**src/hdl/kfw_pkg.sv**
```systemverilog
// Shared types, constants and helper functions for the FASTA k-mer window generator.
`default_nettype none
package kfw_pkg;

	localparam int MAX_WINDOW_DEF    = 21;
	localparam int MAX_STRIDE_DEF    = 255;
	localparam int POSITION_BITS_DEF = 40;

	localparam int BASES_W     = 63;
	localparam int POS_OUT_W   = 40;
	localparam int LEN_W       = 5;
	localparam int STRIDE_W    = 8;
	localparam int CFG_DATA_W  = 8;
	localparam int CFG_INDEX_W = 1;
	localparam int BYTE_W      = 8;
	localparam int CODE_W      = 3;
	localparam int TDATA_IN_W  = 8;
	localparam int TDATA_OUT_W = 104;

	localparam logic [CFG_INDEX_W-1:0] REG_WINDOW_LENGTH = 1'b0;
	localparam logic [CFG_INDEX_W-1:0] REG_WINDOW_STRIDE = 1'b1;

	localparam logic [LEN_W-1:0]    LENGTH_RESET = 5'd21;
	localparam logic [STRIDE_W-1:0] STRIDE_RESET = 8'd1;

	localparam int QUEUE_DEPTH = 2;
	localparam int QPTR_W      = $clog2(QUEUE_DEPTH);
	localparam int QCNT_W      = $clog2(QUEUE_DEPTH + 1);

	localparam logic [BYTE_W-1:0] CH_HEADER  = 8'h3E;
	localparam logic [BYTE_W-1:0] CH_NEWLINE = 8'h0A;
	localparam logic [BYTE_W-1:0] CH_A       = 8'h41;
	localparam logic [BYTE_W-1:0] CH_C       = 8'h43;
	localparam logic [BYTE_W-1:0] CH_G       = 8'h47;
	localparam logic [BYTE_W-1:0] CH_T       = 8'h54;
	localparam logic [BYTE_W-1:0] CH_N       = 8'h4E;
	localparam logic [BYTE_W-1:0] CH_LOWER_A = 8'h61;
	localparam logic [BYTE_W-1:0] CH_LOWER_Z = 8'h7A;
	localparam logic [BYTE_W-1:0] CASE_SHIFT = 8'h20;

	localparam logic [CODE_W-1:0] CODE_A = 3'd0;
	localparam logic [CODE_W-1:0] CODE_C = 3'd1;
	localparam logic [CODE_W-1:0] CODE_G = 3'd2;
	localparam logic [CODE_W-1:0] CODE_T = 3'd3;
	localparam logic [CODE_W-1:0] CODE_N = 3'd4;

	typedef struct packed {
		logic              hit;
		logic [CODE_W-1:0] code;
	} base_lookup_t;

	typedef struct packed {
		logic [BASES_W-1:0]   window;
		logic [LEN_W-1:0]     len;
		logic [POS_OUT_W-1:0] pos;
	} kfw_entry_t;

	function automatic base_lookup_t base_lookup(input logic [BYTE_W-1:0] ch);
		logic [BYTE_W-1:0] up;
		base_lookup_t      res;
		up = (ch >= CH_LOWER_A && ch <= CH_LOWER_Z) ? ch - CASE_SHIFT : ch;
		res.hit  = 1'b1;
		res.code = CODE_A;
		case (up)
			CH_A: res.code = CODE_A;
			CH_C: res.code = CODE_C;
			CH_G: res.code = CODE_G;
			CH_T: res.code = CODE_T;
			CH_N: res.code = CODE_N;
			default: res.hit = 1'b0;
		endcase
		return res;
	endfunction

	function automatic logic [CODE_W-1:0] complement(input logic [CODE_W-1:0] code);
		logic [CODE_W-1:0] res;
		case (code)
			CODE_A: res = CODE_T;
			CODE_C: res = CODE_G;
			CODE_G: res = CODE_C;
			CODE_T: res = CODE_A;
			default: res = CODE_N;
		endcase
		return res;
	endfunction

endpackage
`default_nettype wire

```
**src/hdl/kfw_front.sv**
```systemverilog
// Front end: byte parsing, header skipping, base window shift register and window scheduling.
`default_nettype none
module kfw_front #(
	parameter int MAX_WINDOW    = kfw_pkg::MAX_WINDOW_DEF,
	parameter int MAX_STRIDE    = kfw_pkg::MAX_STRIDE_DEF,
	parameter int POSITION_BITS = kfw_pkg::POSITION_BITS_DEF
) (
	input  wire logic                               clk,
	input  wire logic                               arst_n,
	input  wire logic                               cfg_we,
	input  wire logic [kfw_pkg::CFG_INDEX_W-1:0]    cfg_index,
	input  wire logic [kfw_pkg::CFG_DATA_W-1:0]     cfg_data,
	input  wire logic                               in_valid,
	output logic                                    in_ready,
	input  wire logic [kfw_pkg::BYTE_W-1:0]         in_byte,
	input  wire logic                               in_eos,
	output logic                                    push,
	output kfw_pkg::kfw_entry_t                     push_entry,
	input  wire logic                               queue_full
);

	localparam int WIN_W    = 3 * MAX_WINDOW;
	localparam int FILL_MAX = (MAX_STRIDE > MAX_WINDOW) ? MAX_STRIDE : MAX_WINDOW;
	localparam int FILL_W   = $clog2(FILL_MAX + 1);

	logic [kfw_pkg::LEN_W-1:0]    len_q;
	logic [kfw_pkg::STRIDE_W-1:0] stride_q;
	logic [WIN_W-1:0]             win_q;
	logic [FILL_W-1:0]            fill_q;
	logic [POSITION_BITS-1:0]     pos_q;
	logic                         skip_q;
	logic                         inrec_q;

	logic [kfw_pkg::LEN_W-1:0]            eff_len;
	logic [kfw_pkg::STRIDE_W-1:0]         eff_stride;
	kfw_pkg::base_lookup_t                lk;
	logic                                 accepted;
	logic                                 is_base;
	logic [FILL_W-1:0]                    fill_dec;
	logic                                 complete;
	logic [WIN_W+kfw_pkg::CODE_W-1:0]     win_cat;
	logic [WIN_W-1:0]                     win_shift;
	logic [POSITION_BITS+kfw_pkg::POS_OUT_W-1:0] pos_ext;

	always_comb begin
		if (len_q == '0) begin
			eff_len = kfw_pkg::LEN_W'(1);
		end else if (int'(len_q) > MAX_WINDOW) begin
			eff_len = kfw_pkg::LEN_W'(MAX_WINDOW);
		end else begin
			eff_len = len_q;
		end
		if (stride_q == '0) begin
			eff_stride = kfw_pkg::STRIDE_W'(1);
		end else if (int'(stride_q) > MAX_STRIDE) begin
			eff_stride = kfw_pkg::STRIDE_W'(MAX_STRIDE);
		end else begin
			eff_stride = stride_q;
		end
	end

	assign lk        = kfw_pkg::base_lookup(in_byte);
	assign in_ready  = !queue_full;
	assign accepted  = in_valid && in_ready;
	assign is_base   = !skip_q && (in_byte != kfw_pkg::CH_HEADER) && inrec_q && lk.hit;
	assign fill_dec  = (fill_q == '0) ? '0 : fill_q - FILL_W'(1);
	assign complete  = accepted && is_base && (fill_dec == '0);
	assign win_cat   = {lk.code, win_q};
	assign win_shift = win_cat[WIN_W+kfw_pkg::CODE_W-1:kfw_pkg::CODE_W];
	assign pos_ext   = {{kfw_pkg::POS_OUT_W{1'b0}}, pos_q};

	assign push              = complete;
	assign push_entry.window = kfw_pkg::BASES_W'(win_shift);
	assign push_entry.len    = eff_len;
	assign push_entry.pos    = pos_ext[kfw_pkg::POS_OUT_W-1:0];

	always_ff @(posedge clk or negedge arst_n) begin
		if (!arst_n) begin
			len_q    <= kfw_pkg::LENGTH_RESET;
			stride_q <= kfw_pkg::STRIDE_RESET;
			win_q    <= '0;
			fill_q   <= '0;
			pos_q    <= '0;
			skip_q   <= 1'b0;
			inrec_q  <= 1'b0;
		end else begin
			if (cfg_we) begin
				case (cfg_index)
					kfw_pkg::REG_WINDOW_LENGTH: len_q <= cfg_data[kfw_pkg::LEN_W-1:0];
					kfw_pkg::REG_WINDOW_STRIDE: stride_q <= cfg_data;
					default: ;
				endcase
			end
			if (accepted) begin
				if (skip_q) begin
					if (in_byte == kfw_pkg::CH_NEWLINE) begin
						skip_q <= 1'b0;
					end
				end else if (in_byte == kfw_pkg::CH_HEADER) begin
					skip_q  <= 1'b1;
					inrec_q <= 1'b1;
					win_q   <= '0;
					fill_q  <= FILL_W'(eff_len);
				end else if (is_base) begin
					win_q <= win_shift;
					if (fill_dec == '0) begin
						pos_q  <= pos_q + POSITION_BITS'(eff_stride);
						fill_q <= FILL_W'(eff_stride);
					end else begin
						fill_q <= fill_dec;
					end
				end
				if (in_eos) begin
					win_q   <= '0;
					fill_q  <= '0;
					pos_q   <= '0;
					skip_q  <= 1'b0;
					inrec_q <= 1'b0;
				end
			end
		end
	end

endmodule
`default_nettype wire

```
**src/hdl/kfw_queue.sv**
```systemverilog
// Short queue of completed windows between the front and back ends.
`default_nettype none
module kfw_queue (
	input  wire logic                 clk,
	input  wire logic                 arst_n,
	input  wire logic                 push,
	input  wire kfw_pkg::kfw_entry_t  push_entry,
	output logic                      full,
	input  wire logic                 pop,
	output logic                      empty,
	output kfw_pkg::kfw_entry_t       head
);

	kfw_pkg::kfw_entry_t mem [kfw_pkg::QUEUE_DEPTH];

	logic [kfw_pkg::QPTR_W-1:0] wr_ptr_q;
	logic [kfw_pkg::QPTR_W-1:0] rd_ptr_q;
	logic [kfw_pkg::QCNT_W-1:0] count_q;

	assign full  = (count_q == kfw_pkg::QCNT_W'(kfw_pkg::QUEUE_DEPTH));
	assign empty = (count_q == '0);
	assign head  = mem[rd_ptr_q];

	always_ff @(posedge clk) begin
		if (push) begin
			mem[wr_ptr_q] <= push_entry;
		end
	end

	always_ff @(posedge clk or negedge arst_n) begin
		if (!arst_n) begin
			wr_ptr_q <= '0;
			rd_ptr_q <= '0;
			count_q  <= '0;
		end else begin
			if (push) begin
				wr_ptr_q <= wr_ptr_q + kfw_pkg::QPTR_W'(1);
			end
			if (pop) begin
				rd_ptr_q <= rd_ptr_q + kfw_pkg::QPTR_W'(1);
			end
			case ({push, pop})
				2'b10:   count_q <= count_q + kfw_pkg::QCNT_W'(1);
				2'b01:   count_q <= count_q - kfw_pkg::QCNT_W'(1);
				default: count_q <= count_q;
			endcase
		end
	end

endmodule
`default_nettype wire

```
**src/hdl/kfw_back.sv**
```systemverilog
// Back end: forms forward and reverse-complement windows and drives the output register.
`default_nettype none
module kfw_back #(
	parameter int MAX_WINDOW = kfw_pkg::MAX_WINDOW_DEF
) (
	input  wire logic                              clk,
	input  wire logic                              arst_n,
	input  wire logic                              q_empty,
	input  wire kfw_pkg::kfw_entry_t               q_head,
	output logic                                   pop,
	output logic                                   out_valid,
	input  wire logic                              out_ready,
	output logic [kfw_pkg::BASES_W-1:0]            out_bases,
	output logic [kfw_pkg::POS_OUT_W-1:0]          out_pos,
	output logic                                   out_reverse,
	output logic                                   out_last
);

	localparam int WIN_W = 3 * MAX_WINDOW;

	logic                          phase_q;
	logic                          valid_q;
	logic [kfw_pkg::BASES_W-1:0]   bases_q;
	logic [kfw_pkg::POS_OUT_W-1:0] pos_q;
	logic                          reverse_q;

	logic                          load;
	logic [WIN_W-1:0]              win;
	logic [kfw_pkg::LEN_W-1:0]     sh;
	logic [WIN_W-1:0]              fwd;
	logic [WIN_W-1:0]              rev;

	assign win = q_head.window[WIN_W-1:0];
	assign sh  = kfw_pkg::LEN_W'(MAX_WINDOW) - q_head.len;
	assign fwd = win >> (3 * int'(sh));

	always_comb begin
		for (int i = 0; i < MAX_WINDOW; i++) begin
			if (i < int'(q_head.len)) begin
				rev[3*i +: 3] = kfw_pkg::complement(win[3*(MAX_WINDOW-1-i) +: 3]);
			end else begin
				rev[3*i +: 3] = '0;
			end
		end
	end

	assign load = (!valid_q || out_ready) && !q_empty;
	assign pop  = load && phase_q;

	always_ff @(posedge clk or negedge arst_n) begin
		if (!arst_n) begin
			valid_q <= 1'b0;
			phase_q <= 1'b0;
		end else begin
			if (load) begin
				valid_q <= 1'b1;
				phase_q <= !phase_q;
			end else if (out_ready) begin
				valid_q <= 1'b0;
			end
		end
	end

	always_ff @(posedge clk) begin
		if (load) begin
			bases_q   <= kfw_pkg::BASES_W'(phase_q ? rev : fwd);
			pos_q     <= q_head.pos;
			reverse_q <= phase_q;
		end
	end

	assign out_valid   = valid_q;
	assign out_bases   = bases_q;
	assign out_pos     = pos_q;
	assign out_reverse = reverse_q;
	assign out_last    = reverse_q;

endmodule
`default_nettype wire

```
**src/hdl/fasta_kmer_window_generator.sv**
```systemverilog
// Top level of the FASTA k-mer window generator.
// Order: the forward result of a completing base passes through the queue and the output
// register; the reverse-complement result follows it.
// Throughput: one byte per cycle while the queue is not full; a completing window yields a
// forward and a reverse-complement output, and its queue slot frees once the reverse is loaded.
// Reset: clears window, counters, queue and output valid; length reads 21, stride 1.
`default_nettype none
module fasta_kmer_window_generator #(
	parameter int MAX_WINDOW    = kfw_pkg::MAX_WINDOW_DEF,
	parameter int MAX_STRIDE    = kfw_pkg::MAX_STRIDE_DEF,
	parameter int POSITION_BITS = kfw_pkg::POSITION_BITS_DEF
) (
	input  wire logic                                clk,
	input  wire logic                                arst_n,
	input  wire logic                                cfg_we,
	input  wire logic [kfw_pkg::CFG_INDEX_W-1:0]     cfg_index,
	input  wire logic [kfw_pkg::CFG_DATA_W-1:0]      cfg_data,
	input  wire logic                                s_axis_tvalid,
	output logic                                     s_axis_tready,
	input  wire logic [kfw_pkg::TDATA_IN_W-1:0]      s_axis_tdata,   // text_byte
	input  wire logic                                s_axis_tlast,   // end_of_stream
	output logic                                     m_axis_tvalid,
	input  wire logic                                m_axis_tready,
	output logic [kfw_pkg::TDATA_OUT_W-1:0]          m_axis_tdata,   // window_bases, window_position
	output logic [0:0]                               m_axis_tuser,   // reverse_strand
	output logic                                     m_axis_tlast    // last_of_pair
);

	logic                          push;
	kfw_pkg::kfw_entry_t           push_entry;
	logic                          full;
	logic                          pop;
	logic                          empty;
	kfw_pkg::kfw_entry_t           head;
	logic [kfw_pkg::BASES_W-1:0]   out_bases;
	logic [kfw_pkg::POS_OUT_W-1:0] out_pos;
	logic                          out_reverse;

	kfw_front #(
		.MAX_WINDOW    (MAX_WINDOW),
		.MAX_STRIDE    (MAX_STRIDE),
		.POSITION_BITS (POSITION_BITS)
	) u_front (
		.clk        (clk),
		.arst_n     (arst_n),
		.cfg_we     (cfg_we),
		.cfg_index  (cfg_index),
		.cfg_data   (cfg_data),
		.in_valid   (s_axis_tvalid),
		.in_ready   (s_axis_tready),
		.in_byte    (s_axis_tdata),
		.in_eos     (s_axis_tlast),
		.push       (push),
		.push_entry (push_entry),
		.queue_full (full)
	);

	kfw_queue u_queue (
		.clk        (clk),
		.arst_n     (arst_n),
		.push       (push),
		.push_entry (push_entry),
		.full       (full),
		.pop        (pop),
		.empty      (empty),
		.head       (head)
	);

	kfw_back #(
		.MAX_WINDOW (MAX_WINDOW)
	) u_back (
		.clk         (clk),
		.arst_n      (arst_n),
		.q_empty     (empty),
		.q_head      (head),
		.pop         (pop),
		.out_valid   (m_axis_tvalid),
		.out_ready   (m_axis_tready),
		.out_bases   (out_bases),
		.out_pos     (out_pos),
		.out_reverse (out_reverse),
		.out_last    (m_axis_tlast)
	);

	assign m_axis_tdata = {1'b0, out_pos, out_bases};
	assign m_axis_tuser = out_reverse;

endmodule
`default_nettype wire
```
**config.mk**
```make
export PLATFORM = sky130hd
export DESIGN_NAME = fasta_kmer_window_generator
export DESIGN_NICKNAME = d
export VERILOG_FILES = /design/src/hdl/kfw_pkg.sv /design/src/hdl/kfw_front.sv /design/src/hdl/kfw_queue.sv /design/src/hdl/kfw_back.sv /design/src/hdl/fasta_kmer_window_generator.sv
export SDC_FILE = /design/constraint.sdc
export NUM_CORES = 1
export LEC_CHECK = 0
export ABC_AREA = 1
export BUFFER_PORTS_ARGS = -buffer_cell sky130_fd_sc_hd__buf_2
export CAP_MARGIN = 10
export CORE_ASPECT_RATIO = 0.7
export CORE_MARGIN = 3
export CORE_UTILIZATION = 30
export DETAILED_ROUTE_END_ITERATION = 16
export SLEW_MARGIN = 30
export SYNTH_ARGS = -nofsm -noshare
export SYNTH_HDL_FRONTEND = slang
export SYNTH_SLANG_ARGS = --single-unit
```
**constraint.sdc**
```tcl
create_clock -name clk -period 7.5 [get_ports clk]
set_clock_uncertainty 0.1 [all_clocks]
set_input_delay 0.375 -clock clk [delete_from_list [all_inputs] [get_ports clk]]
set_output_delay 0.375 -clock clk [all_outputs]
set_load 0.005 [all_outputs]
```
## Word level (Yosys, flattened, before mapping)

Memory sizes are Yosys's and may differ from the RTL's.
Cells that the tools add are included.

| word-level totals | value |
|---|---|
| register bits | 236 |
| bits in writable memories | 216 |
| output and inout port bits | 108 |
| word-level logic and storage cells | 256 |
| memories | 1 |

| cells by class | value |
|---|---|
| add/subtract/negate cells | 8 |
| multiply operators | 1 |
| $lt $le $gt $ge | 24 |
| equality and inequality tests | 76 |
| shifts and indexed selects | 1 |
| multiplexer cells | 76 |
| bitwise logic cells | 1 |
| reduce and logical (&&, ||, !) cells | 53 |

Memories:

| memory | words | width | rd ports | clocked after Yosys merged registers in | wr ports | RTL line | RTL |
|---|---|---|---|---|---|---|---|
| u_queue.mem | 2 | 108 | 1 | 0 | 1 | kfw_queue.sv:14 | `kfw_pkg::kfw_entry_t mem [kfw_pkg::QUEUE_DEPTH];` |

Operator list:

| kind | number |
|---|---|
| $mux 63 | 5 |
| $pmux 3 s4 | 22 |
| $mux 40 | 5 |
| $eq 3x2->1 const B | 42 |
| $mux 8 | 8 |
| $eq 3x1->1 const B | 21 |
| $logic_not 3->1 | 21 |
| $mux 3 | 21 |
| $shr 63x32->63 | 1 |
| $add 40x8->40 | 1 |
| $eq 8x7->1 const B | 5 |
| $lt 4x5->1 const A | 8 |
| $lt 5x5->1 const A | 5 |
| $logic_not 8->1 | 3 |
| $lt 3x5->1 const A | 4 |
| $mux 1 | 12 |
| $lt 1x5->1 const A | 2 |
| $lt 2x5->1 const A | 2 |
| $mux 5 | 2 |
| $reduce_bool 2->1 | 5 |
| $logic_and 1x1->1 | 9 |
| $eq 8x4->1 const B | 1 |
| $eq 8x6->1 const B | 1 |
| $ge 8x7->1 const B | 1 |
| 24 further kinds | 33 |

## Longest topological paths before layout

Gate-level depths: netlist of the first run.

| logic depth | value |
|---|---|
| word-level depth | 11 |
| mapped depth | 20 |
| mapped depth without buffers | 20 |

## Cells and area by module

A second synthesis of the first run with hierarchy kept.

| unflattened totals | value |
|---|---|
| cells, all modules | 2,894 |
| area, all modules | 24,124.4 µm² |

By module, submodules not included:

| module | times used | cells each | area each (µm²) | sequential area each (µm²) |
|---|---|---|---|---|
| kfw_back | 1 | 1,284 | 8,499.4 | 3,173.0 |
| kfw_queue | 1 | 588 | 8,321.7 | 6,586.3 |
| kfw_front | 1 | 1,020 | 7,292.0 | 3,083.0 |
| fasta_kmer_window_generator | 1 | 2 | 11.3 | 0.0 |

## Worst setup path before layout of the first run

Ideal clock, no wire load.

| timing path | value |
|---|---|
| kind | register to register |
| start point | register u_back.valid_q (netlist: u_back.out_valid) |
| end point | register u_queue.count_q[1] in the netlist's numbering |
| data arrival time | 6,854 ps |
| path slack | 415 ps |
| stages on the path, launching flop included | 10 |
| path buffers | 0 |
| clock period less this slack | 7,085 ps |
| cells stage by stage | dfrtp_1 -> inv_1 -> nor2_1 -> a21oi_1 -> inv_1 -> nor2_1 -> ha_1 -> a21oi_1 -> o21ai_0 -> xor2_1 |

| between the ends | value |
|---|---|
| longest elaborated chain between the ends | 6 |

RTL lines:

| item | RTL line | RTL |
|---|---|---|
| start: declaration | kfw_back.sv:22 | `logic valid_q;` |
| start signal: assignment | kfw_back.sv:52 | `valid_q <= 1'b0;` |
| start signal: assignment | kfw_back.sv:56 | `valid_q <= 1'b1;` |
| start signal: assignment | kfw_back.sv:59 | `valid_q <= 1'b0;` |
| $logic_not 1->1 (*) | kfw_back.sv:47 | `assign load = (!valid_q \|\| out_ready) && !q_empty;` |
| $logic_or 1x1->1 (*) | kfw_back.sv:47 |  |
| $logic_and 1x1->1 (*) | kfw_back.sv:47 |  |
| via u_back.load | kfw_back.sv:27 | `logic load;` |
| $logic_and 1x1->1 (*) | kfw_back.sv:48 | `assign pop = load && phase_q;` |
| via pop | fasta_kmer_window_generator.sv:32 | `logic pop;` |
| $eq 2x1->1 / $eq 2x2->1 (equally long branches) | kfw_queue.sv:42 | `case ({push, pop})` |
| $pmux 2 s2 / $reduce_bool 2->1 (equally long branches) | - |  |
| end signal: assignment | kfw_queue.sv:43 | `2'b10: count_q <= count_q + kfw_pkg::QCNT_W'(1);` |
| end signal: assignment | kfw_queue.sv:44 | `2'b01: count_q <= count_q - kfw_pkg::QCNT_W'(1);` |
| end signal: assignment | kfw_queue.sv:45 | `default: count_q <= count_q;` |
| end: declaration | kfw_queue.sv:18 | `logic [kfw_pkg::QCNT_W-1:0] count_q;` |

Mark *: on every way through the listed nets, which the timed path passes. The rest lies on a longest branch.
A chain may end at the register's enable or synchronous reset.

## Worst setup path after layout of the first run

| timing path | value |
|---|---|
| start point | register u_queue.rd_ptr_q |
| end point | register u_back.bases_q, in the netlist u_back.out_bases[59] (data pin) |

| between the ends | value |
|---|---|
| longest elaborated chain between the ends | 5 |

RTL lines:

| item | RTL line | RTL |
|---|---|---|
| start: declaration | kfw_queue.sv:17 | `logic [kfw_pkg::QPTR_W-1:0] rd_ptr_q;` |
| start signal: assignment | kfw_queue.sv:40 | `rd_ptr_q <= rd_ptr_q + kfw_pkg::QPTR_W'(1);` |
| $mem_v2 2x108 (*) | - |  |
| $sub 5x5->5, or another cell as far along | kfw_back.sv:34 | `assign sh = kfw_pkg::LEN_W'(MAX_WINDOW) - q_head.len;` |
| $mul 2x5->7 / $pmux 3 s4 (equally long branches) | kfw_back.sv:35, kfw_pkg.sv:77 |  |
| $shr 63x32->63 / $mux 3 (equally long branches) | kfw_back.sv:35, kfw_back.sv:39 |  |
| $mux 63 (*) | kfw_back.sv:66 | `bases_q <= kfw_pkg::BASES_W'(phase_q ? rev : fwd);` |
| end signal: assignment | kfw_back.sv:66 |  |
| end: declaration | kfw_back.sv:23 | `logic [kfw_pkg::BASES_W-1:0] bases_q;` |

Every way passes the cells marked *; elsewhere a longest branch is shown, timed or not.

==> results of run 1 <==
==> registers in the layout, indices dropped and copies added, names as in the netlist, 2 cells and up <==
signal and cells:
u_front.win_q 60, u_front.stride_q 8, u_back.out_pos 40, u_front.pos_q 40, u_front.len_q 5, u_back.out_bases 63
u_queue.mem 216, u_front.fill_q 8, u_queue.count_q 2
==> Yosys cell counts (all sizes together) <==
master / number / area share, %
o31ai: 4 / 0.13
nand3b: 4 / 0.13
ha: 21 / 1.1
nor4: 2 / 0.053
a31oi: 4 / 0.11
nor3: 33 / 0.75
mux2: 3 / 0.14
o32ai: 1 / 0.037
a211oi: 1 / 0.032
nor2: 132 / 2.1
or3: 1 / 0.027
and2: 3 / 0.080
conb: 1 / 0.016
buf: 65 / 1.4
nand4: 37 / 0.98
dfstp: 4 / 0.45
nand2: 1036 / 17
xor2: 23 / 0.97
a21o: 2 / 0.064
dfrtp: 125 / 13
nor3b: 3 / 0.096
clkinv: 3 / 0.048
inv: 172 / 2.7
o211ai: 20 / 0.64
o21ai: 211 / 4.5
a21oi: 37 / 0.79
a31o: 1 / 0.037
or2: 9 / 0.24
a21boi: 1 / 0.032
fa: 1 / 0.085
o22ai: 2 / 0.053
o21a: 1 / 0.032
edfxtp: 320 / 41
o2111ai: 1 / 0.037
xnor2: 12 / 0.48
clkbuf: 89 / 1.4
nand3: 441 / 9.4
==> final cells by class <==
type                    instances  share of cell area, %
flip-flops and latches        449                  47.99
repair buffers                166                  3.669
clock buffers                  64                  4.777
diodes                          1               0.009348
clock inverters                19                  1.000
multi-input cells            2048                  35.21
inverters                     175                  2.463
well taps                    1044                  4.880
==> path summary, 6_finish.rpt <==
kind	depth (start not counted)	end	slack [ps]	start
max	15	u_back.out_bases[59]$_DFFE_PP_	2100	u_queue.rd_ptr_q$_DFFE_PN0P_
min	5	u_front.skip_q$_DFFE_PN0P_	180	s_axis_tdata[7]
max reg2reg	15	u_back.out_bases[59]$_DFFE_PP_	2100	u_queue.rd_ptr_q$_DFFE_PN0P_
min reg2reg	0	u_queue.mem[0][46]$_DFFE_PP_	360	u_front.win_q[4]$_DFFE_PN0P_
max in group asynchronous	3	u_front.win_q[30]$_DFFE_PN0P_	5860	arst_n
min in group asynchronous	2	u_front.pos_q[22]$_DFFE_PN0P_	230	arst_n
==> layout by cell type, fill, tap and decap left out, types with 5 or more instances in the layout <==
master	n
sky130_fd_sc_hd__edfxtp_1	320
sky130_fd_sc_hd__nand2_1	1031
sky130_fd_sc_hd__buf_4	24
sky130_fd_sc_hd__clkbuf_8	6
sky130_fd_sc_hd__a21oi_1	36
sky130_fd_sc_hd__o21ai_0	204
sky130_fd_sc_hd__inv_2	7
sky130_fd_sc_hd__inv_1	164
sky130_fd_sc_hd__dfrtp_1	124
sky130_fd_sc_hd__clkbuf_1	12
sky130_fd_sc_hd__clkinv_2	6
sky130_fd_sc_hd__nand4_1	37
sky130_fd_sc_hd__nor2_1	128
sky130_fd_sc_hd__o21ai_1	6
sky130_fd_sc_hd__o211ai_1	20
sky130_fd_sc_hd__nand3_1	440
sky130_fd_sc_hd__xor2_1	20
sky130_fd_sc_hd__xnor2_1	11
sky130_fd_sc_hd__clkbuf_16	46
sky130_fd_sc_hd__or2_2	8
sky130_fd_sc_hd__buf_2	128
sky130_fd_sc_hd__nand2_2	5
sky130_fd_sc_hd__ha_1	20
sky130_fd_sc_hd__nor3_1	32
sky130_fd_sc_hd__dlygate4sd3_1	10
==> routing by layer <==
layer | track usage (%) | vias up | routed length (um) | part of all wire (%)
li1 | - | 9583 | - | -
met4 | 4.305 | 2 | 1565 | 2.1
met3 | 6.335 | 98 | 9028 | 12
met2 | 23.89 | 876 | 29010 | 38
met5 | 0 | - | 11 | 0.014
met1 | 28.09 | 9483 | 36400 | 48
==> critical path: cells and delay by family (launching register included) <==
family          cells  cell delay [ps]
compound gates      2              510
fa+ha+maj           2              570
buf+inv             2              750
flops               1              940
simple gates        9             2290
==> stage by stage <==
stage	hold WS (ps)	std cells	worst slack, ps	instance area (um^2)
5_1_grt	211.5	3965	1747	26770
2_1_floorplan	-20.59	2826	415.4	23510
3_5_place_dp	323.4	3871	2186	25090
3_3_place_gp	322.7	3871	2156	25070
4_1_cts	137.0	3964	2183	26730
6_report	176.7	3966	2104	26770
==> logic make-up (layout without fill, tap and decap cells) <==
kind of cell             count (synthesis)  count (layout)  share of synthesized area, %
buffers and inverters                  329             424                         5.603
adder cells (fa/ha/maj)                 22              22                         1.203
AND/OR/NAND/NOR                       1701            1701                         30.44
multiplexers                             3               3                        0.1437
AO/OA/AOI/OAI                          286             286                         6.524
flip-flops                             449             449                         54.62
XOR/XNOR                                35              35                         1.447
other                                    1               2                       0.01595
==> impl_metrics.sql, run 1 <==
INSERT INTO impl_metrics (metric_group, metric, value, unit) VALUES
('layout', 'fin_nets', '2930', ''),
('critical_path', 'cp_slowest_cell', 'sky130_fd_sc_hd__dfrtp_4', ''),
('timing', 'maxSlewHeadroom', '31.69', '%'),
('timing', 'final_report_max_slew_violation_count', '0', ''),
('logic_synthesis', 'synth_nets', '2871', ''),
('logic_synthesis', 'mean_instance_size_in_the_synthesized_netlist', '8.320', 'um^2'),
('routing', 'first_iter_violations', '2510', ''),
('clocking', 'hold_buffer_count_at_cts', '10', ''),
('floorplan', 'die_area', '81820', 'um^2'),
('timing', 'finalSetupViolCount', '0', ''),
('grt', 'first_global_vias', '17949', ''),
('critical_path', 'crit_arrival', '5680', 'ps'),
('clocking', 'cts_buffer_depth', '3', ''),
('clocking', 'insertion_delay', '610', 'ps'),
('floorplan', 'num_rows', '85', ''),
('timing', 'setup_repair_after_global_routing_missed_its_margin', 'no', ''),
('routing', 'via_count', '20042', ''),
('critical_path', 'cp_cell_sequence', 'buf_4, nand2_1, nand2_1, ha_1, nand2_1, nand2_1, inv_1, ha_1, a21oi_1, nand2_1, nand2_1, nand3_1, nor2_1, nand3_1, o21ai_0', ''),
('critical_path', 'cp_max_fo', '73', ''),
('clocking', 'h-tree-depth', '2', ''),
('logic_synthesis', 'share_of_the_yosys_chip_area_belonging_to_registers', '54.62', '%'),
('hold_path', 'worstHoldPathType', 'in2reg', ''),
('grt', 'maximum_number_of_pins_on_one_net_before_global_route_repair', '104', ''),
('floorplan', 'design.portCount', '131', ''),
('timing', 'period_minus_slack', '5396', 'ps'),
('place', 'place_congestion', '1.019', ''),
('critical_path', 'critical_path.max_stage_delay', '940', 'ps'),
('clocking', 'clk_transition_reported_paths', '60', 'ps'),
('critical_path', 'critPathLaunchType', 'register', ''),
('clocking', 'cts_tree', 'built', ''),
('logic_synthesis', 'count_of_warnings_emitted_by_yosys', '0', ''),
('floorplan', 'die_height', '240.2', 'um'),
('layout', 'layout.area.seq', '12850', 'um^2'),
('timing', 'actual_slew_at_the_worst_max_slew_pin', '1014', 'ps'),
('layout', 'syn_to_final_growth', '13.85', '%'),
('grt', 'grt_usage', '18.23', '%'),
('layout', 'final_core_utilization', '34.67', '%'),
('critical_path', 'required', '7790', 'ps'),
('critical_path', 'top_cell_by_count_worst_path', 'sky130_fd_sc_hd__nand2_1', ''),
('critical_path', 'crit_path_end_kind', 'register', ''),
('grt', 'grt_antenna_before_repair', '2', ''),
('clocking', 'clock_sinks', '449', ''),
('logic_synthesis', 'postSynthCellCount', '2826', ''),
('status', 'outcome', 'finished, final reports clean', ''),
('place', 'dp.final_hpwl', '54460', 'um'),
('routing', 'totalWireLength', '76010', 'um'),
('layout', 'fillers', '8117', ''),
('clocking', 'cts.root.buffer_cell', 'sky130_fd_sc_hd__clkbuf_16', ''),
('job', 'cap_violations', '0', ''),
('logic_synthesis', 'yosys.cell_types.count', '52', ''),
('timing', 'fmax', '185.3', 'MHz'),
('timing', 'timing.final.crit_share', '71.95', '%'),
('routing', 'detail_route.drc_violations', '0', ''),
('place', 'buffer_ports.inserted', '129', ''),
('floorplan', 'die_width', '340.6', 'um'),
('layout', 'drive_above_1_share', '9.243', '%'),
('routing', 'number_of_vias_per_cell', '5.053', ''),
('floorplan', 'starting_utilization_of_the_core_area', '30.45', '%'),
('routing', 'drtAntennaViolNets', '0', ''),
('routing', 'drt-pass1-iter-count', '6', ''),
('logic_synthesis', 'ys_ff_latch', '449', ''),
('grt', 'grt_first_pass_wirelength', '114200', 'um'),
('logic_synthesis', 'post_synth_instance_area', '23510', 'um^2'),
('floorplan', 'fp.coreArea', '77210', 'um^2'),
('clocking', 'cts_repair_resize_count', '0', ''),
('timing', 'finalHoldViolCount', '0', ''),
('routing', 'routed_wire_length_per_instance', '19.17', 'um'),
('critical_path', 'crit_type', 'reg2reg', ''),
('clocking', 'numCtsBuffers', '45', ''),
('grt', 'globalRouteOverflowTotal', '0', ''),
('layout', 'area_of_the_multi_input_gates', '9427', 'um^2'),
('clocking', 'post-cts-setup-buffer-count', '0', ''),
('timing', 'totalNegativeSetupSlack', '0', 'ps');
Power of run 1 is not shown: default switching activity piles up to over one toggle a cycle in this logic, so the estimate is an artifact.
==> inputs of run 2 (changes only) <==
- ABC_AREA: 1 -> 0
- clock period: 7.5 -> 4.3 ns (I/O delays scaled with it)
==> run 2 against run 1 <==
  * Count of clock-buffer cells in the layout shrank 5
  * Synthesized cell count shrank 37%
  * Utilization grew 1.8 points
  * Via count shrank 16%
  * Die area shrank 2.4%
  * Maximum frequency grew 29%
  * Final cell count shrank 23%
  * Hold slack lost 140 ps
  * First-iteration DRC count shrank 32%
  * Critical endpoint is now u_back.out_bases[43]$_DFFE_PP_
==> impl_metrics.sql, run 2 <==
INSERT INTO impl_metrics (metric_group, metric, value, unit) VALUES
('logic_synthesis', 'synth_top_cells_by_count', '320 x sky130_fd_sc_hd__edfxtp_1, 146 x sky130_fd_sc_hd__nand2_1, 129 x sky130_fd_sc_hd__mux2i_1', ''),
('pwr', 'power.switching_fraction', '45.36', '%'),
('pwr', 'peakVddDrop', '0.0004821', 'V'),
('floorplan', 'die_width', '336.5', 'um'),
('routing', 'number_of_vias_per_cell', '5.485', ''),
('grt', 'first_global_vias', '16322', ''),
('hold_path', 'timing.hold.worst_path_depth', '5', ''),
('critical_path', 'critPathLaunchType', 'register', ''),
('pwr', 'pwr-share-comb', '59.8', '%'),
('clocking', 'h-tree-depth', '2', ''),
('floorplan', 'design.portCount', '131', ''),
('pwr', 'p_leak', '10.68', 'nW'),
('timing', 'fmax', '239.2', 'MHz'),
('critical_path', 'timing.rr.end', 'u_back.out_bases[43]$_DFFE_PP_', ''),
('logic_synthesis', 'yosys.cell_types.count', '87', ''),
('layout', 'regMostFlops', 'u_queue.mem', ''),
('critical_path', 'cp_max_fo', '39', ''),
('logic_synthesis', 'post_synth_xor_area_fraction', '1.620', '%'),
('floorplan', 'die_area', '79850', 'um^2'),
('logic_synthesis', 'synth_nets', '1838', ''),
('logic_synthesis', 'count_of_warnings_emitted_by_yosys', '0', ''),
('critical_path', 'worst-r2r-setup-slack', '120', 'ps'),
('hold_path', 'endpoint_of_the_worst_hold_path', 'u_front.skip_q$_DFFE_PN0P_', ''),
('routing', 'routed_wire_length_per_instance', '26.54', 'um'),
('floorplan', 'die_height', '237.3', 'um'),
('timing', 'finalSetupViolCount', '0', ''),
('routing', 'detail_route.drc_violations', '0', ''),
('logic_synthesis', 'synth_flop_cell', 'sky130_fd_sc_hd__edfxtp_1', ''),
('logic_synthesis', 'synth_area_leader_cell', 'sky130_fd_sc_hd__edfxtp_1', ''),
('logic_synthesis', 'postSynthCellCount', '1793', ''),
('logic_synthesis', 'yosys-top-cells-area', 'sky130_fd_sc_hd__edfxtp_1 42%, sky130_fd_sc_hd__dfrtp_1 14%, sky130_fd_sc_hd__mux2_2 5.8%', ''),
('timing', 'period_minus_slack', '4180', 'ps'),
('logic_synthesis', 'mean_instance_size_in_the_synthesized_netlist', '12.79', 'um^2'),
('timing', 'totalNegativeSetupSlack', '0', 'ps'),
('clocking', 'numCtsBuffers', '49', ''),
('routing', 'drtAntennaViolNets', '0', ''),
('logic_synthesis', 'combinational_family_with_the_most_area_after_synthesis', 'multiplexers', ''),
('grt', 'maximum_number_of_pins_on_one_net_before_global_route_repair', '97', ''),
('pwr', 'power.share.sequential', '23.3', '%'),
('pwr', 'power.net_switching', '11.64', 'mW'),
('timing', 'final_report_max_slew_violation_count', '0', ''),
('timing', 'finalHoldViolCount', '0', ''),
('place', 'dp.final_hpwl', '61100', 'um'),
('pwr', 'p_per_area', '934.2', 'nW/um^2'),
('clocking', 'clock_sinks', '449', ''),
('floorplan', 'fp.coreArea', '75360', 'um^2'),
('layout', 'mostFrequentLayoutCell', 'sky130_fd_sc_hd__edfxtp_1', ''),
('grt', 'grt_antenna_before_repair', '8', ''),
('timing', 'setup_repair_after_global_routing_missed_its_margin', 'no', ''),
('critical_path', 'required', '4560', 'ps'),
('logic_synthesis', 'post_synth_instance_area', '22930', 'um^2'),
('routing', 'first_iter_violations', '1710', ''),
('logic_synthesis', 'ys_ff_latch', '449', ''),
('layout', 'syn_to_final_growth', '19.73', '%'),
('critical_path', 'crit_arrival', '4440', 'ps'),
('logic_synthesis', 'synth_simple_gate_area_share', '8.391', '%'),
('floorplan', 'num_rows', '84', ''),
('timing', 'timing.final.crit_share', '97.21', '%'),
('routing', 'totalWireLength', '81110', 'um'),
('critical_path', 'rr_worst_depth', '14', ''),
('job', 'cap_violations', '0', ''),
('place', 'place_congestion', '1.049', ''),
('floorplan', 'starting_utilization_of_the_core_area', '30.43', '%'),
('place', 'buffer_ports.inserted', '129', ''),
('clocking', 'insertion_delay', '610', 'ps'),
('clocking', 'clk_transition_reported_paths', '60', 'ps'),
('clocking', 'cts_tree', 'built', ''),
('logic_synthesis', 'netlist.area_leader.share', '41.90', '%'),
('grt', 'grt_usage', '20.00', '%'),
('timing', 'maxSlewHeadroom', '34.35', '%'),
('timing', 'actual_slew_at_the_worst_max_slew_pin', '977.3', 'ps'),
('layout', 'layout.cells.most_common_list', '320 x sky130_fd_sc_hd__edfxtp_1, 146 x sky130_fd_sc_hd__nand2_1, 140 x sky130_fd_sc_hd__buf_4, 128 x sky130_fd_sc_hd__buf_2, 127 x sky130_fd_sc_hd__mux2i_1', ''),
('clocking', 'cts.root.buffer_cell', 'sky130_fd_sc_hd__clkbuf_16', ''),
('logic_synthesis', 'synth_enable_flop_cells', '320', ''),
('logic_synthesis', 'share_of_the_yosys_chip_area_belonging_to_registers', '56.00', '%'),
('hold_path', 'worstHoldPathType', 'in2reg', ''),
('status', 'outcome', 'finished, final reports clean', ''),
('layout', 'largest_register_ff_count', '216', ''),
('logic_synthesis', 'synth-adder-area-share', '1.233', '%'),
('hold_path', 'timing.hold.worst.start', 's_axis_tdata[7]', ''),
('layout', 'drive_above_1_share', '27.85', '%'),
('grt', 'grt_first_pass_wirelength', '116900', 'um'),
('layout', 'fin_nets', '2071', ''),
('logic_synthesis', 'synth_compound_gate_area_share', '12.83', '%'),
('pwr', 'power_share_of_the_clock_group', '16.9', '%'),
('timing', 'hold-worst-slack', '36.46', 'ps'),
('grt', 'globalRouteOverflowTotal', '0', ''),
('critical_path', 'crit_type', 'reg2reg', ''),
('pwr', 'internal_power', '14.02', 'mW'),
('logic_synthesis', 'post_synth_mux_area_share', '16.55', '%'),
('critical_path', 'crit_path_end_kind', 'register', ''),
('routing', 'drt-pass1-iter-count', '6', ''),
('critical_path', 'regToRegStartpoint', 'u_queue.rd_ptr_q$_DFFE_PN0P_', ''),
('routing', 'via_count', '16761', ''),
('clocking', 'cts_buffer_depth', '3', ''),
('logic_synthesis', 'synth.most_common_cell', 'sky130_fd_sc_hd__edfxtp_1', ''),
('logic_synthesis', 'synth_async_sr_flop_share', '28.73', '%');
[run 2: changes by cell type after synthesis, sizes merged, moves of 49 or more]
cell / previous run / this run
a22o: 0 / 64
inv: 172 / 43
mux2: 3 / 120
mux4: 0 / 49
nand3: 441 / 31
nand2: 1036 / 146
mux2i: 0 / 132
o21ai: 211 / 88
[run 2: logic make-up after synthesis]
kind of cell    count (synthesis)
flops                         449
other cells                     1
buf+inv                       158
simple gates                  405
compound gates                417
mux                           301
fa+ha+maj                      22
xor+xnor                       40
[run 2: area by class of cell]
class,instances,area [um^2]
clock buffers,59,1305
fillers,7219,47900
diodes,2,5.005
multi-input cells,1186,9419
repair buffers,297,2123
well taps,989,1237
clock inverters,31,360.3
flip-flops and latches,449,12850
inverters,43,161.4
[run 2: power by group through the flow]
| stage | logic (mW) | registers (mW) | clock network [mW] |
|---|---|---|---|
| floorplan | 7.80 | 6.02 | 0 |
| detailed placement | 14.8 | 6.06 | 0 |
| global placement | 15.0 | 6.03 | 0 |
| finish | 15.3 | 5.97 | 4.34 |
| global route | 16.0 | 6.04 | 4.61 |
| CTS | 14.9 | 5.98 | 4.45 |
[run 2: per-stage QoR]
stage | instances | utilization [%] | power (mW) | setup slack, ps | cell area [um^2]
after floorplan | 1793 | - | 13.82 | 35.93 | 22970
after global placement | 2949 | 34.01 | 21.01 | -142.5 | 25630
after detailed placement | 2949 | 34.01 | 20.86 | -114.5 | 25630
after CTS | 3054 | 36.42 | 25.34 | 160.0 | 27450
after global routing | 3056 | 36.44 | 26.67 | 23.98 | 27460
final | 3056 | 36.44 | 25.65 | 119.9 | 27460
[run 2: metal layers]
layer / routed length, um / track usage [%] / vias up
met3: 8075 / 7.254 / 128
met4: 2082 / 4.971 / 8
met1: 38720 / 30.06 / 8538
met5: 57 / 0 / -
li1: - / - / 7414
met2: 32170 / 26.97 / 673
[run 2: repair_timing]
item	4_1_cts	5_1_grt
endpoints found under the setup margin	2	1
hold buffers	14	0
cloned	0	0
hold endpoints to repair	80	0
pin swaps	1	0
buffers inserted	1	0
resized for setup	1	1
[run 2: worst max-delay path by stage]
stage	slack (ps)	to	from
after global placement	-140	u_back.out_bases[21]$_DFFE_PP_	u_queue.rd_ptr_q$_DFFE_PN0P_
final	120	u_back.out_bases[43]$_DFFE_PP_	u_queue.rd_ptr_q$_DFFE_PN0P_
after CTS	160	u_back.out_bases[43]$_DFFE_PP_	u_queue.rd_ptr_q$_DFFE_PN0P_
after detailed placement	-110	u_back.out_bases[21]$_DFFE_PP_	u_queue.rd_ptr_q$_DFFE_PN0P_
after global routing	20	u_back.out_bases[43]$_DFFE_PP_	u_queue.rd_ptr_q$_DFFE_PN0P_
after floorplan	40	u_back.out_bases[1]$_DFFE_PP_	u_queue.rd_ptr_q$_DFFE_PN0P_
[run 2: worst max-delay path: stages (launching register included)]
cell	delay, ps
sky130_fd_sc_hd__dfrtp_4	460
sky130_fd_sc_hd__mux2_2	370
sky130_fd_sc_hd__ha_1	230
sky130_fd_sc_hd__xnor2_1	290
sky130_fd_sc_hd__ha_1	320
sky130_fd_sc_hd__nor2b_1	150
sky130_fd_sc_hd__mux2_2	330
sky130_fd_sc_hd__nor2_4	160
sky130_fd_sc_hd__buf_12	150
sky130_fd_sc_hd__buf_12	220
sky130_fd_sc_hd__nor2_1	110
sky130_fd_sc_hd__a311oi_2	380
sky130_fd_sc_hd__buf_4	190
sky130_fd_sc_hd__o31ai_1	90
sky130_fd_sc_hd__o22ai_1	380
No activity file was read; power rests on OpenSTA's default activity.
==> inputs of run 3 (changes only) <==
- clock period: 4.3 -> 3.9 ns (I/O delays scaled with it)
==> run 3 against run 2 <==
  * Hold slack gained 6.2 ps
  * Via count grew 1.9%
  * Critical path depth shrank 2
  * First-iteration DRC count shrank 2.6%
  * Final cell count grew 3.1%
  * Largest cell class unchanged
==> impl_metrics.sql, run 3 (synthesis gave the netlist of run 2 again) <==
INSERT INTO impl_metrics (metric_group, metric, value, unit) VALUES
('status', 'outcome', 'finished, final reports clean', ''),
('routing', 'via_count', '17080', ''),
('clocking', 'clock_sinks', '449', ''),
('timing', 'hold-worst-slack', '42.63', 'ps'),
('hold_path', 'worstHoldPathType', 'in2reg', ''),
('place', 'place_congestion', '1.024', ''),
('floorplan', 'num_rows', '84', ''),
('timing', 'finalHoldViolCount', '0', ''),
('floorplan', 'die_width', '336.5', 'um'),
('timing', 'maxSlewHeadroom', '43.14', '%'),
('timing', 'timing.final.crit_share', '99.77', '%'),
('hold_path', 'timing.hold.worst_path_depth', '5', ''),
('critical_path', 'top_cell_by_count_worst_path', 'sky130_fd_sc_hd__buf_4', ''),
('layout', 'syn_to_final_growth', '23.95', '%'),
('place', 'buffer_ports.inserted', '129', ''),
('timing', 'setup_repair_after_global_routing_missed_its_margin', 'yes', ''),
('timing', 'fmax', '257.0', 'MHz'),
('routing', 'totalWireLength', '80170', 'um'),
('layout', 'fin_nets', '2167', ''),
('job', 'cap_violations', '0', ''),
('critical_path', 'regToRegStartpoint', 'u_queue.rd_ptr_q$_DFFE_PN0P_', ''),
('clocking', 'cts_buffer_depth', '3', ''),
('critical_path', 'timing.rr.end', 'u_back.out_bases[21]$_DFFE_PP_', ''),
('pwr', 'power', '29.22', 'mW'),
('routing', 'drt-pass1-iter-count', '5', ''),
('grt', 'first_global_vias', '16599', ''),
('pwr', 'peakVddDrop', '0.0004449', 'V'),
('critical_path', 'critical_path.n_buffers_inverters', '4', ''),
('critical_path', 'crit_type', 'reg2reg', ''),
('layout', 'mostFrequentLayoutCell', 'sky130_fd_sc_hd__edfxtp_1', ''),
('critical_path', 'critPathLaunchType', 'register', ''),
('grt', 'maximum_number_of_pins_on_one_net_before_global_route_repair', '81', ''),
('timing', 'period_minus_slack', '3891', 'ps'),
('floorplan', 'die_height', '237.3', 'um'),
('critical_path', 'cp_num_cells', '12', ''),
('critical_path', 'worst-r2r-setup-slack', '9', 'ps'),
('critical_path', 'critical_path.max_stage_delay', '600', 'ps'),
('routing', 'drtAntennaViolNets', '0', ''),
('critical_path', 'rr_worst_depth', '12', ''),
('timing', 'finalSetupViolCount', '0', ''),
('routing', 'first_iter_violations', '1665', ''),
('layout', 'largest_register_ff_count', '216', ''),
('grt', 'globalRouteOverflowTotal', '0', ''),
('critical_path', 'crit_path_end_kind', 'register', ''),
('layout', 'layout.cells.most_common_list', '320 x sky130_fd_sc_hd__edfxtp_1, 221 x sky130_fd_sc_hd__buf_4, 145 x sky130_fd_sc_hd__nand2_1, 128 x sky130_fd_sc_hd__buf_2', ''),
('clocking', 'h-tree-depth', '2', ''),
('layout', 'drive_above_1_share', '31.94', '%'),
('timing', 'totalNegativeSetupSlack', '0', 'ps'),
('layout', 'regMostFlops', 'u_queue.mem', ''),
('clocking', 'numCtsBuffers', '48', ''),
('floorplan', 'fp.coreArea', '75360', 'um^2'),
('clocking', 'insertion_delay', '600', 'ps'),
('timing', 'final_report_max_slew_violation_count', '0', ''),
('grt', 'grt_usage', '19.73', '%'),
('clocking', 'cts_tree', 'built', ''),
('layout', 'fillers', '7128', ''),
('floorplan', 'starting_utilization_of_the_core_area', '30.43', '%'),
('critical_path', 'required', '4220', 'ps'),
('routing', 'detail_route.drc_violations', '0', ''),
('critical_path', 'crit_path_end', 'u_back.out_bases[21]$_DFFE_PP_', ''),
('critical_path', 'critical_path.top_delay_family', 'multiplexers', ''),
('grt', 'grt_antenna_before_repair', '5', ''),
('critical_path', 'cp_cell_sequence', 'buf_4, mux2_4, inv_2, ha_2, inv_4, buf_4, mux4_2, mux2i_1, nand2_1, o21ai_0, a211oi_2, o22ai_2', ''),
('pwr', 'p_leak', '11.16', 'nW'),
('pwr', 'p_per_area', '1028', 'nW/um^2'),
('routing', 'routed_wire_length_per_instance', '25.44', 'um'),
('routing', 'number_of_vias_per_cell', '5.421', ''),
('clocking', 'clk_transition_reported_paths', '70', 'ps'),
('critical_path', 'crit_arrival', '4210', 'ps'),
('place', 'dp.final_hpwl', '61250', 'um'),
('floorplan', 'design.portCount', '131', ''),
('timing', 'actual_slew_at_the_worst_max_slew_pin', '829.2', 'ps'),
('grt', 'grt_first_pass_wirelength', '117000', 'um'),
('critical_path', 'cp_max_fo', '8', ''),
('clocking', 'cts.root.buffer_cell', 'sky130_fd_sc_hd__clkbuf_16', ''),
('critical_path', 'cp_slowest_cell', 'sky130_fd_sc_hd__mux4_2', ''),
('critical_path', 'critPathLaunch', 'u_queue.rd_ptr_q$_DFFE_PN0P_', ''),
('floorplan', 'die_area', '79850', 'um^2');
run 3: report_power, final:
part           internal, mW  switching [mW]  leakage [nW]
registers              6.21           0.360          4.75
logic                  7.45            10.6          5.66
clock network          2.64            1.93         0.754
total                  16.3            12.9          11.2
run 3: area by class of cell:
type,count,area (um^2),share of cell area [%]
clock buffer,66,1310,4.608
inverter,43,163.9,0.5766
timing repair buffer,394,2970,10.45
multi-input combinational,1186,9625,33.86
sequential,449,12850,45.19
clock inverter,22,267.8,0.9419
antenna,2,5.005,0.01761
tap,989,1237,4.353
run 3: worst min path at each step:
| stage | from | to | slack [ps] |
|---|---|---|---|
| 3_5_place_dp | arst_n | u_front.win_q[28]$_DFFE_PN0P_ | 180 |
| 6_report | s_axis_tdata[7] | u_front.skip_q$_DFFE_PN0P_ | 40 |
| 4_1_cts | s_axis_tdata[7] | u_front.skip_q$_DFFE_PN0P_ | 6 |
| 2_1_floorplan | arst_n | u_back.out_valid$_DFFE_PN0P_ | -200 |
| 5_1_grt | cfg_we | u_front.len_q[2]$_DFFE_PN1P_ | 50 |
| 3_3_place_gp | arst_n | u_front.win_q[28]$_DFFE_PN0P_ | 180 |
run 3: worst register-to-register path, stage by stage, from the launching register on:
cell	delay, ps
sky130_fd_sc_hd__dfrtp_4	510
sky130_fd_sc_hd__buf_4	210
sky130_fd_sc_hd__mux2_4	340
sky130_fd_sc_hd__inv_2	80
sky130_fd_sc_hd__ha_2	310
sky130_fd_sc_hd__inv_4	140
sky130_fd_sc_hd__buf_4	160
sky130_fd_sc_hd__mux4_2	600
sky130_fd_sc_hd__mux2i_1	580
sky130_fd_sc_hd__nand2_1	100
sky130_fd_sc_hd__o21ai_0	230
sky130_fd_sc_hd__a211oi_2	180
sky130_fd_sc_hd__o22ai_2	180
run 3: what timing repair did:
action,in CTS,in global routing
buffers inserted,3,6
resized for setup,13,32
hold endpoints to repair,82,0
pin swaps,4,3
gates cloned,0,0
hold buffers,15,0
endpoints found under the setup margin,27,25
run 3: routing by layer:
layer	track usage (%)	share of wire (%)	vias to the layer above
met1	30.96	49	8703
li1	-	-	7591
met5	0	0.031	-
met4	3.937	1.7	4
met2	27.23	41	701
met3	4.956	9.1	81
run 3: per-stage QoR:
stage	area [um^2]	cells	setup WS, ps	util [%]
CTS	28220	3143	14.91	37.45
detailed placement	26400	3037	-272.0	35.03
finish	28430	3151	8.932	37.72
floorplan	23040	1793	-236.3	-
global route	28420	3150	-3.336	37.72
global placement	26400	3037	-240.9	35.03
